## config.mk

```make
export PLATFORM = sky130hd
export DESIGN_NAME = event_fifo_and_timed_slot_scheduler_unit
export DESIGN_NICKNAME = d
export VERILOG_FILES = /design/src/efts_pkg.sv /design/src/event_fifo_and_timed_slot_scheduler_unit.sv /design/src/efts_cmp.sv /design/src/efts_outreg.sv
export VERILOG_INCLUDE_DIRS = /design/src /design/src/src
export SDC_FILE = /design/constraint.sdc
export NUM_CORES = 2
export LEC_CHECK = 0
export BUFFER_PORTS_ARGS = -buffer_cell sky130_fd_sc_hd__buf_2
export CORE_MARGIN = 3
export CORE_UTILIZATION = 55
export CTS_BUF_LIST = sky130_fd_sc_hd__clkbuf_4 sky130_fd_sc_hd__clkbuf_8
export DETAILED_ROUTE_END_ITERATION = 6
export HOLD_SLACK_MARGIN = 0.1
export PLACE_DENSITY = 0.71
export SETUP_SLACK_MARGIN = 0.4
export SLEW_MARGIN = 20
export SYNTH_ARGS = -nofsm -noshare
export SYNTH_HDL_FRONTEND = slang
export SYNTH_HIERARCHICAL = 1
export SYNTH_SLANG_ARGS = --single-unit
```

## constraint.sdc

```tcl
create_clock -name clk -period 8.7 [get_ports clk]
set_clock_uncertainty 0.15 [all_clocks]
set_input_delay 0.87 -clock clk [delete_from_list [all_inputs] [get_ports clk]]
set_output_delay 0.87 -clock clk [all_outputs]
set_load 0.02 [all_outputs]
```

## src/event_fifo_and_timed_slot_scheduler_unit_assert.svh

```systemverilog
// Assertion macros for the scheduler RTL.
`ifndef EVENT_FIFO_AND_TIMED_SLOT_SCHEDULER_UNIT_ASSERT_SVH
`define EVENT_FIFO_AND_TIMED_SLOT_SCHEDULER_UNIT_ASSERT_SVH
`ifndef ASSERT_OFF
`define EFTS_ASSERT(label, prop) \
  label: assert property (@(posedge clk) disable iff (rst) prop) \
    else $error("efts check failed");
`define EFTS_ASSERT_ALWAYS(label, prop) \
  label: assert property (@(posedge clk) prop) \
    else $error("efts check failed");
`else
`define EFTS_ASSERT(label, prop)
`define EFTS_ASSERT_ALWAYS(label, prop)
`endif
`endif

```

## src/efts_pkg.sv

```systemverilog
`default_nettype none
package efts_pkg;

  localparam int QUEUE_SLOTS_DEF = 16;
  localparam int MAX_EVENTS      = 31;
  localparam int EW              = 5;

  localparam logic [1:0] MODE_SUBMIT  = 2'd0;
  localparam logic [1:0] MODE_PROCESS = 2'd1;
  localparam logic [1:0] MODE_PURGE   = 2'd2;

  typedef enum logic [2:0] {
    KIND_ACCEPTED  = 3'd0,
    KIND_FULL      = 3'd1,
    KIND_NULL      = 3'd2,
    KIND_EVENT     = 3'd3,
    KIND_PROC_DONE = 3'd4,
    KIND_PURGE_DONE = 3'd5
  } kind_t;

  typedef enum logic [2:0] {
    ST_IDLE,
    ST_SUBMIT_SCAN,
    ST_PROC_FIFO,
    ST_PROC_SLOT,
    ST_PURGE_FIFO,
    ST_PURGE_SLOT,
    ST_FINAL
  } state_t;

  typedef struct packed {
    kind_t       kind;
    logic [15:0] src;
    logic [15:0] tgt;
    logic [3:0]  code;
    logic [31:0] arg;
    logic        last;
  } result_t;

  typedef struct packed {
    logic names;
    logic busy;
    logic due_ok;
  } cmp_t;

endpackage
`default_nettype wire

```

## src/event_fifo_and_timed_slot_scheduler_unit.sv

```systemverilog
// Event FIFO and timed slot scheduler.
// Input channel (in_valid/in_ready) takes one request beat: submit, process
// or purge. Output channel (out_valid/out_ready) returns result beats; the
// final beat of each request has last_result set. Mode three is taken and
// ignored with no result.
// in_ready is high only while the sequencer is idle; one request is worked
// on at a time by a small sequencer around one shared compare unit.
// An immediate or rejected submit goes straight to its result beat; a delayed
// submit walks the slot table one slot per cycle up to the first free slot.
// Process emits one FIFO entry per cycle while the output register is free,
// then walks the slot table one slot per cycle, holding on a due slot while
// the output register is busy, then sends the done beat. Purge walks the FIFO
// once and the slot table once.
// A stalled receiver holds the output register; the sequencer waits before
// each new result beat until the register frees up.
// Reset empties the FIFO and frees every slot at once (due ticks cleared).
`default_nettype none
module event_fifo_and_timed_slot_scheduler_unit #(
  parameter int QUEUE_SLOTS = efts_pkg::QUEUE_SLOTS_DEF
) (
  input  wire logic               clk,
  input  wire logic               rst,
  input  wire logic               in_valid,
  output logic                    in_ready,
  input  wire logic [1:0]         mode,
  input  wire logic [15:0]        source_id,
  input  wire logic [15:0]        target_id,
  input  wire logic [3:0]         event_code,
  input  wire logic [31:0]        event_argument,
  input  wire logic signed [31:0] delay_ticks,
  input  wire logic [31:0]        current_tick,
  output logic                    out_valid,
  input  wire logic               out_ready,
  output logic [2:0]              result_kind,
  output logic [15:0]             out_source,
  output logic [15:0]             out_target,
  output logic [3:0]              out_event_code,
  output logic [31:0]             out_argument,
  output logic                    last_result
);
  import efts_pkg::*;

  localparam int IW = $clog2(QUEUE_SLOTS);
  localparam int CW = $clog2(QUEUE_SLOTS + 1);
  localparam logic [IW-1:0] LAST_IDX = IW'(QUEUE_SLOTS - 1);
  localparam logic [CW-1:0] SLOTS_C  = CW'(QUEUE_SLOTS);
  localparam logic [EW-1:0] MAX_C    = EW'(MAX_EVENTS);

  // Storage
  logic [31:0] fifo_obj  [QUEUE_SLOTS];
  logic [35:0] fifo_pay  [QUEUE_SLOTS];
  logic [31:0] slot_obj  [QUEUE_SLOTS];
  logic [35:0] slot_pay  [QUEUE_SLOTS];
  logic [31:0] slot_due  [QUEUE_SLOTS];
  logic [IW-1:0] rp, wp, prd, pwr;
  logic [CW-1:0] in_use, scan;
  logic [EW-1:0] n_emit;

  // Latched request
  logic [15:0] src_q, tgt_q;
  logic [3:0]  code_q;
  logic [31:0] arg_q, due_q, tick_q;
  kind_t       fin_kind, fin_kind_next;

  state_t state, state_next;

  // Sequencer strobes
  logic    fifo_push, slot_fill, slot_free, fifo_pop, purge_keep, purge_step;
  logic    out_load, out_free;
  result_t res;
  cmp_t    cmp;

  logic [IW-1:0] sidx, fidx;
  logic [31:0]   due_in;
  logic          accept;

  function automatic logic [IW-1:0] ring_next(input logic [IW-1:0] p);
    return (p == LAST_IDX) ? '0 : p + 1'b1;
  endfunction

  assign in_ready = (state == ST_IDLE);
  assign accept   = in_valid && in_ready;
  assign due_in   = current_tick + delay_ticks;
  assign sidx     = scan[IW-1:0];
  assign fidx     = (state == ST_PURGE_FIFO) ? prd : rp;

  // Shared compare unit: object match for purge, free and due tests for slots
  efts_cmp u_cmp (
    .objs ((state == ST_PURGE_FIFO) ? fifo_obj[fidx] : slot_obj[sidx]),
    .obj  (src_q),
    .due  (slot_due[sidx]),
    .tick (tick_q),
    .res  (cmp)
  );

  always_ff @(posedge clk) begin
    if (rst) begin
      state <= ST_IDLE;
    end else begin
      state <= state_next;
    end
  end

  always_comb begin
    state_next    = state;
    fin_kind_next = fin_kind;
    fifo_push     = 1'b0;
    slot_fill     = 1'b0;
    slot_free     = 1'b0;
    fifo_pop      = 1'b0;
    purge_keep    = 1'b0;
    purge_step    = 1'b0;
    out_load      = 1'b0;
    res           = '{kind: fin_kind, src: '0, tgt: '0, code: '0, arg: '0, last: 1'b1};
    unique case (state)
      ST_IDLE: begin
        if (accept) begin
          priority case (mode)
            MODE_SUBMIT: begin
              state_next = ST_FINAL;
              priority if (source_id == 16'd0 || target_id == 16'd0) begin
                fin_kind_next = KIND_NULL;
              end else if (delay_ticks == 32'sd0) begin
                if (ring_next(wp) == rp) begin
                  fin_kind_next = KIND_FULL;
                end else begin
                  fin_kind_next = KIND_ACCEPTED;
                  fifo_push     = 1'b1;
                end
              end else if (in_use >= SLOTS_C) begin
                fin_kind_next = KIND_FULL;
              end else if (due_in == 32'd0) begin
                fin_kind_next = KIND_NULL;
              end else begin
                fin_kind_next = KIND_FULL;
                state_next    = ST_SUBMIT_SCAN;
              end
            end
            MODE_PROCESS: begin
              fin_kind_next = KIND_PROC_DONE;
              state_next    = ST_PROC_FIFO;
            end
            MODE_PURGE: begin
              fin_kind_next = KIND_PURGE_DONE;
              state_next    = ST_PURGE_FIFO;
            end
            default: state_next = ST_IDLE;
          endcase
        end
      end
      ST_SUBMIT_SCAN: begin
        if (scan == SLOTS_C) begin
          state_next = ST_FINAL;
        end else if (!cmp.busy) begin
          slot_fill     = 1'b1;
          fin_kind_next = KIND_ACCEPTED;
          state_next    = ST_FINAL;
        end
      end
      ST_PROC_FIFO: begin
        res = '{kind: KIND_EVENT, src: fifo_obj[fidx][31:16], tgt: fifo_obj[fidx][15:0],
                code: fifo_pay[fidx][35:32], arg: fifo_pay[fidx][31:0], last: 1'b0};
        if (rp == wp || n_emit == MAX_C) begin
          state_next = ST_PROC_SLOT;
        end else if (out_free) begin
          out_load = 1'b1;
          fifo_pop = 1'b1;
        end
      end
      ST_PROC_SLOT: begin
        res = '{kind: KIND_EVENT, src: slot_obj[sidx][31:16], tgt: slot_obj[sidx][15:0],
                code: slot_pay[sidx][35:32], arg: slot_pay[sidx][31:0], last: 1'b0};
        if (scan == SLOTS_C || n_emit == MAX_C) begin
          state_next = ST_FINAL;
        end else if (cmp.due_ok) begin
          if (out_free) begin
            out_load  = 1'b1;
            slot_free = 1'b1;
          end
        end
      end
      ST_PURGE_FIFO: begin
        if (prd == wp) begin
          state_next = ST_PURGE_SLOT;
        end else begin
          purge_step = 1'b1;
          purge_keep = !cmp.names;
        end
      end
      ST_PURGE_SLOT: begin
        if (scan == SLOTS_C) begin
          state_next = ST_FINAL;
        end else begin
          slot_free = cmp.busy && cmp.names;
        end
      end
      ST_FINAL: begin
        if (out_free) begin
          out_load   = 1'b1;
          state_next = ST_IDLE;
        end
      end
      default: state_next = ST_IDLE;
    endcase
  end

  // Control registers: pointers, counters, due ticks
  always_ff @(posedge clk) begin
    if (rst) begin
      rp       <= '0;
      wp       <= '0;
      prd      <= '0;
      pwr      <= '0;
      in_use   <= '0;
      scan     <= '0;
      n_emit   <= '0;
      fin_kind <= KIND_ACCEPTED;
      for (int i = 0; i < QUEUE_SLOTS; i++) begin
        slot_due[i] <= '0;
      end
    end else begin
      fin_kind <= fin_kind_next;
      if (accept) begin
        scan   <= '0;
        n_emit <= '0;
        prd    <= rp;
        pwr    <= rp;
      end
      if (fifo_push) begin
        wp <= ring_next(wp);
      end
      if (fifo_pop) begin
        rp     <= ring_next(rp);
        n_emit <= n_emit + 1'b1;
      end
      // advance the slot walk on every slot-table state that is not stalled
      if (state == ST_SUBMIT_SCAN || state == ST_PURGE_SLOT ||
          (state == ST_PROC_SLOT && !(cmp.due_ok && !out_free))) begin
        scan <= scan + 1'b1;
      end
      if (state == ST_PROC_FIFO && state_next == ST_PROC_SLOT) begin
        scan <= '0;
      end
      if (state == ST_PURGE_FIFO && state_next == ST_PURGE_SLOT) begin
        wp   <= pwr;
        scan <= '0;
      end
      if (purge_step) begin
        prd <= ring_next(prd);
        if (purge_keep) begin
          pwr <= ring_next(pwr);
        end
      end
      if (slot_fill) begin
        slot_due[sidx] <= due_q;
        in_use         <= in_use + 1'b1;
      end
      if (slot_free) begin
        slot_due[sidx] <= '0;
        if (in_use != '0) begin
          in_use <= in_use - 1'b1;
        end
        if (state == ST_PROC_SLOT) begin
          n_emit <= n_emit + 1'b1;
        end
      end
    end
  end

  // Payload registers: no reset
  always_ff @(posedge clk) begin
    if (accept) begin
      src_q  <= source_id;
      tgt_q  <= target_id;
      code_q <= event_code;
      arg_q  <= event_argument;
      due_q  <= due_in;
      tick_q <= current_tick;
    end
    if (fifo_push) begin
      fifo_obj[wp] <= {source_id, target_id};
      fifo_pay[wp] <= {event_code, event_argument};
    end
    if (purge_keep) begin
      fifo_obj[pwr] <= fifo_obj[prd];
      fifo_pay[pwr] <= fifo_pay[prd];
    end
    if (slot_fill) begin
      slot_obj[sidx] <= {src_q, tgt_q};
      slot_pay[sidx] <= {code_q, arg_q};
    end
  end

  efts_outreg u_out (
    .clk            (clk),
    .rst            (rst),
    .load           (out_load),
    .d              (res),
    .free           (out_free),
    .out_valid      (out_valid),
    .out_ready      (out_ready),
    .result_kind    (result_kind),
    .out_source     (out_source),
    .out_target     (out_target),
    .out_event_code (out_event_code),
    .out_argument   (out_argument),
    .last_result    (last_result)
  );

`include "event_fifo_and_timed_slot_scheduler_unit_assert.svh"

  `EFTS_ASSERT(a_in_use_bound, in_use <= SLOTS_C)
  `EFTS_ASSERT(a_emit_bound, n_emit <= MAX_C)
  `EFTS_ASSERT(a_idle_after_last, $rose(in_ready) |-> $past(out_load && res.last))

endmodule
`default_nettype wire

```

## src/efts_cmp.sv

```systemverilog
`default_nettype none
module efts_cmp (
  input  wire logic [31:0] objs,
  input  wire logic [15:0] obj,
  input  wire logic [31:0] due,
  input  wire logic [31:0] tick,
  output efts_pkg::cmp_t   res
);
  import efts_pkg::*;

  always_comb begin
    res.names  = (objs[31:16] == obj) || (objs[15:0] == obj);
    res.busy   = (due != 32'd0);
    res.due_ok = (due != 32'd0) && (tick >= due);
  end
endmodule
`default_nettype wire

```

## src/efts_outreg.sv

```systemverilog
`default_nettype none
module efts_outreg (
  input  wire logic              clk,
  input  wire logic              rst,
  input  wire logic              load,
  input  efts_pkg::result_t      d,
  output logic                   free,
  output logic                   out_valid,
  input  wire logic              out_ready,
  output logic [2:0]             result_kind,
  output logic [15:0]            out_source,
  output logic [15:0]            out_target,
  output logic [3:0]             out_event_code,
  output logic [31:0]            out_argument,
  output logic                   last_result
);
  import efts_pkg::*;

  result_t q;

  always_ff @(posedge clk) begin
    if (rst) begin
      out_valid <= 1'b0;
    end else if (load) begin
      out_valid <= 1'b1;
    end else if (out_ready) begin
      out_valid <= 1'b0;
    end
  end

  always_ff @(posedge clk) begin
    if (load) begin
      q <= d;
    end
  end

  assign free           = !out_valid || out_ready;
  assign result_kind    = q.kind;
  assign out_source     = q.src;
  assign out_target     = q.tgt;
  assign out_event_code = q.code;
  assign out_argument   = q.arg;
  assign last_result    = q.last;
endmodule
`default_nettype wire

```

==> flow_summary.json <==
{
  "ctsRootBufferMaster": "clkbuf_8",
  "rows": 175,
  "power_switching_mw": 6.57,
  "dominantRegCellSynth": "edfxtp_1",
  "ios": 212,
  "cap_viol_max_count": 0,
  "nets": 8258,
  "hold_path_startpoint": "in_valid",
  "grt-ovfl-total": 0,
  "power_density_mw_per_mm2": 204,
  "hold_violations": 0,
  "die_h_um": 487,
  "use_met2_pct": 44.6,
  "final_area_mm2": 0.142,
  "rrSetupSlack_ns": 1.13,
  "crit_type": "reg -> reg",
  "start_kind": "register",
  "wire_per_inst_um": 29.2,
  "synthCells": 7650,
  "firstDrtPassIters": 5,
  "antenna_found_initial": 16,
  "end_kind": "register",
  "worst_r2r_path_depth": 20,
  "slew_headroom_pct": 26.8,
  "synth_top_area_share_pct": 68.3,
  "initial_core_util_pct": 55.6,
  "yosysWarnings": 6,
  "drt-initial-drc-count": 8505,
  "postPlaceCellArea_mm2": 0.132,
  "yosys-top-cells-area": "edfxtp_1, mux4_2, nand2_1",
  "ys_top_cells_by_count": "edfxtp_1, nand2_1, mux4_2",
  "finalSetupViolCount": 0,
  "hold_depth": 4,
  "grt_max_degree": 185,
  "timing.fmax_mhz": 132,
  "gp_congestion": 0.901,
  "antenna_left": 0,
  "sw_frac_of_total_pct": 22.7,
  "syn2layout_area_growth_pct": 11.9,
  "min_period_ns": 7.57,
  "setup-tns-final_ns": 0,
  "die_area_mm2": 0.237,
  "ys_async_sr_fraction_pct": 0,
  "num_vias": 74800,
  "place.port_buffers": 211,
  "required_ns": 9.27,
  "die_x_um": 487,
  "intPower_mw": 22.4,
  "h-tree-depth": 5,
  "rsz0062_at_grt": "false",
  "pwr-share-clk_pct": 38.7,
  "hpwl_um": 190000,
  "synth_top_cell_by_area": "edfxtp_1",
  "synth-edff-count": 2892,
  "coreArea_mm2": 0.229,
  "critPathMaxFanout": 80,
  "arrival_ns": 8.13,
  "synth-seq-cells": 2938,
  "whs_ns": 0.245,
  "use_met1_pct": 38.1,
  "syn_area_mm2": 0.127,
  "sequentialPowerShare_pct": 55.4,
  "grtUsageTotal_pct": 28.1,
  "slew_viol_final": 0,
  "grt_pass1_wl_um": 492000,
  "cts_sinks": 2938,
  "use_met3_pct": 5.80,
  "cts_buffers": 463,
  "cts.path.max_buffers": 4,
  "drive_above_1_share_pct": 24.4,
  "grt_busiest_layer": "met2",
  "drc": 0,
  "yosysMostFrequentCell": "edfxtp_1",
  "grt_pass1_vias": 74600,
  "combPwrFrac_pct": 5.9,
  "ir_drop_mv": 0.207,
  "p_leak_nw": 45.4,
  "final.period_utilization_pct": 87.0,
  "synth_fp_nets": 7867,
  "seq_area_frac_synth_pct": 69.0,
  "via_per_inst": 6.55,
  "wirelength_um": 334000,
  "cts_tree": "yes",
  "hp-class": "in -> reg",
  "path_clk_slew_ns": 0.07,
  "synthDistinctLibCells": 73,
  "outcome": "finished, final reports clean",
  "synth_area_per_cell_um2": 16.6,
  "insertion_delay_ns": 1.15,
  "worstMarginPinSlew_ns": 1.07,
  "worstReg2RegEnd": "slot_due[15][6]",
  "r2r_start": "state[2]",
  "cts_setup_buffers": 0
}
[power by group through the flow]
stage / clock, mW / combinational, mW / sequential [mW]
6_report: 11.2 / 1.71 / 16.1
5_1_grt: 12.0 / 1.83 / 16.1
4_1_cts: 11.3 / 1.70 / 16.0
3_5_place_dp: 0 / 1.66 / 16.3
3_3_place_gp: 0 / 1.63 / 16.3
2_1_floorplan: 0 / 1.10 / 16.2
[sequential cells by signal (all words and copies together) (netlist names), 16 cells and up, named ones only]
name,count
src_q,16
u_out/out_source,16
arg_q,32
fifo_obj,512
slot_pay,576
slot_obj,512
slot_due,512
u_out/out_target,16
tgt_q,16
u_out/out_argument,32
tick_q,32
due_q,32
fifo_pay,576
[layout make-up]
cell class	count	area, um^2
antenna	13	32.5
inverter	55	213
tap	3009	3760
clock inverter	228	1350
timing repair buffer	496	4320
multi-input combinational	4087	37500
sequential	2938	87800
clock buffer	594	7400
fill	15700	86500
[worst max-delay path, cell delays in order (launching register included)]
cell and delay [ns]:
dfxtp_1 0.46, nor2b_1 0.30, nor2b_4 0.35, mux2i_4 0.93, buf_12 0.41, buf_4 0.25, a211oi_1 0.09, a311oi_1 0.31
a21oi_1 0.08, a21oi_1 0.47, mux2_2 0.28, xor2_1 0.06, nor4_1 0.34, nand4_1 0.13, nand2_1 0.21, nand4_1 0.13
o21ai_0 0.25, nand2_1 0.29, a21o_1 0.29, or2_2 0.58, nand2b_2 0.75
[metrics by stage]
step / util, % / setup WS [ns] / std cells / total power, mW
2_1_floorplan: - / 0.584 / 7650 / 17.4
3_3_place_gp: 57.9 / 1.25 / 10500 / 18.0
3_5_place_dp: 57.9 / 1.21 / 10500 / 18.0
4_1_cts: 62.2 / 1.17 / 11400 / 29.1
5_1_grt: 62.2 / 0.757 / 11400 / 29.9
6_report: 62.2 / 1.13 / 11400 / 29.0
[kinds of logic after synthesis]
kind of cell,count (synthesis),synth area share [%]
compound gates,998,5.50
xor+xnor,78,0.537
fa+ha+maj,79,0.783
buf+inv,625,1.85
flops,2938,69.0
mux,915,15.5
simple gates,2017,6.85
[layer usage]
| metal | vias up | share of wire, % |
|---|---|---|
| met1 | 38400 | 37 |
| met4 | 2 | 4.7 |
| met5 | - | 0.0039 |
| met2 | 4271 | 48 |
| met3 | 782 | 9.9 |
| li1 | 31300 | - |
[layout by cell type (no fill, tap or decap), types with 132 or more instances in the layout]
master and count:
a211oi_1 385, a21oi_1 209, a311oi_1 138, a31oi_1 153, and2_1 280, buf_2 211
clkbuf_8 470, clkinv_1 132, edfxtp_1 2892, mux4_2 840, nand2_1 860, nor2_1 658
[worst max path at each step]
stage	to	slack, ns	cells past startpoint	startpoint
after floorplan	fifo_obj[0][0]	0.58	8	state[0]
after global placement	slot_due[15][28]	1.25	19	state[2]
after detailed placement	slot_due[15][28]	1.21	20	state[2]
after CTS	slot_due[15][4]	1.17	20	state[2]
after global routing	slot_due[15][4]	0.76	19	state[2]
final	slot_due[15][6]	1.13	20	state[2]
[what timing repair did]
action | 4_1_cts | 5_1_grt
resized for setup | 0 | 0
hold buffers | 109 | 0
hold endpoints to repair | 112 | 0
Note: power is estimated with default switching activity, not from simulation.
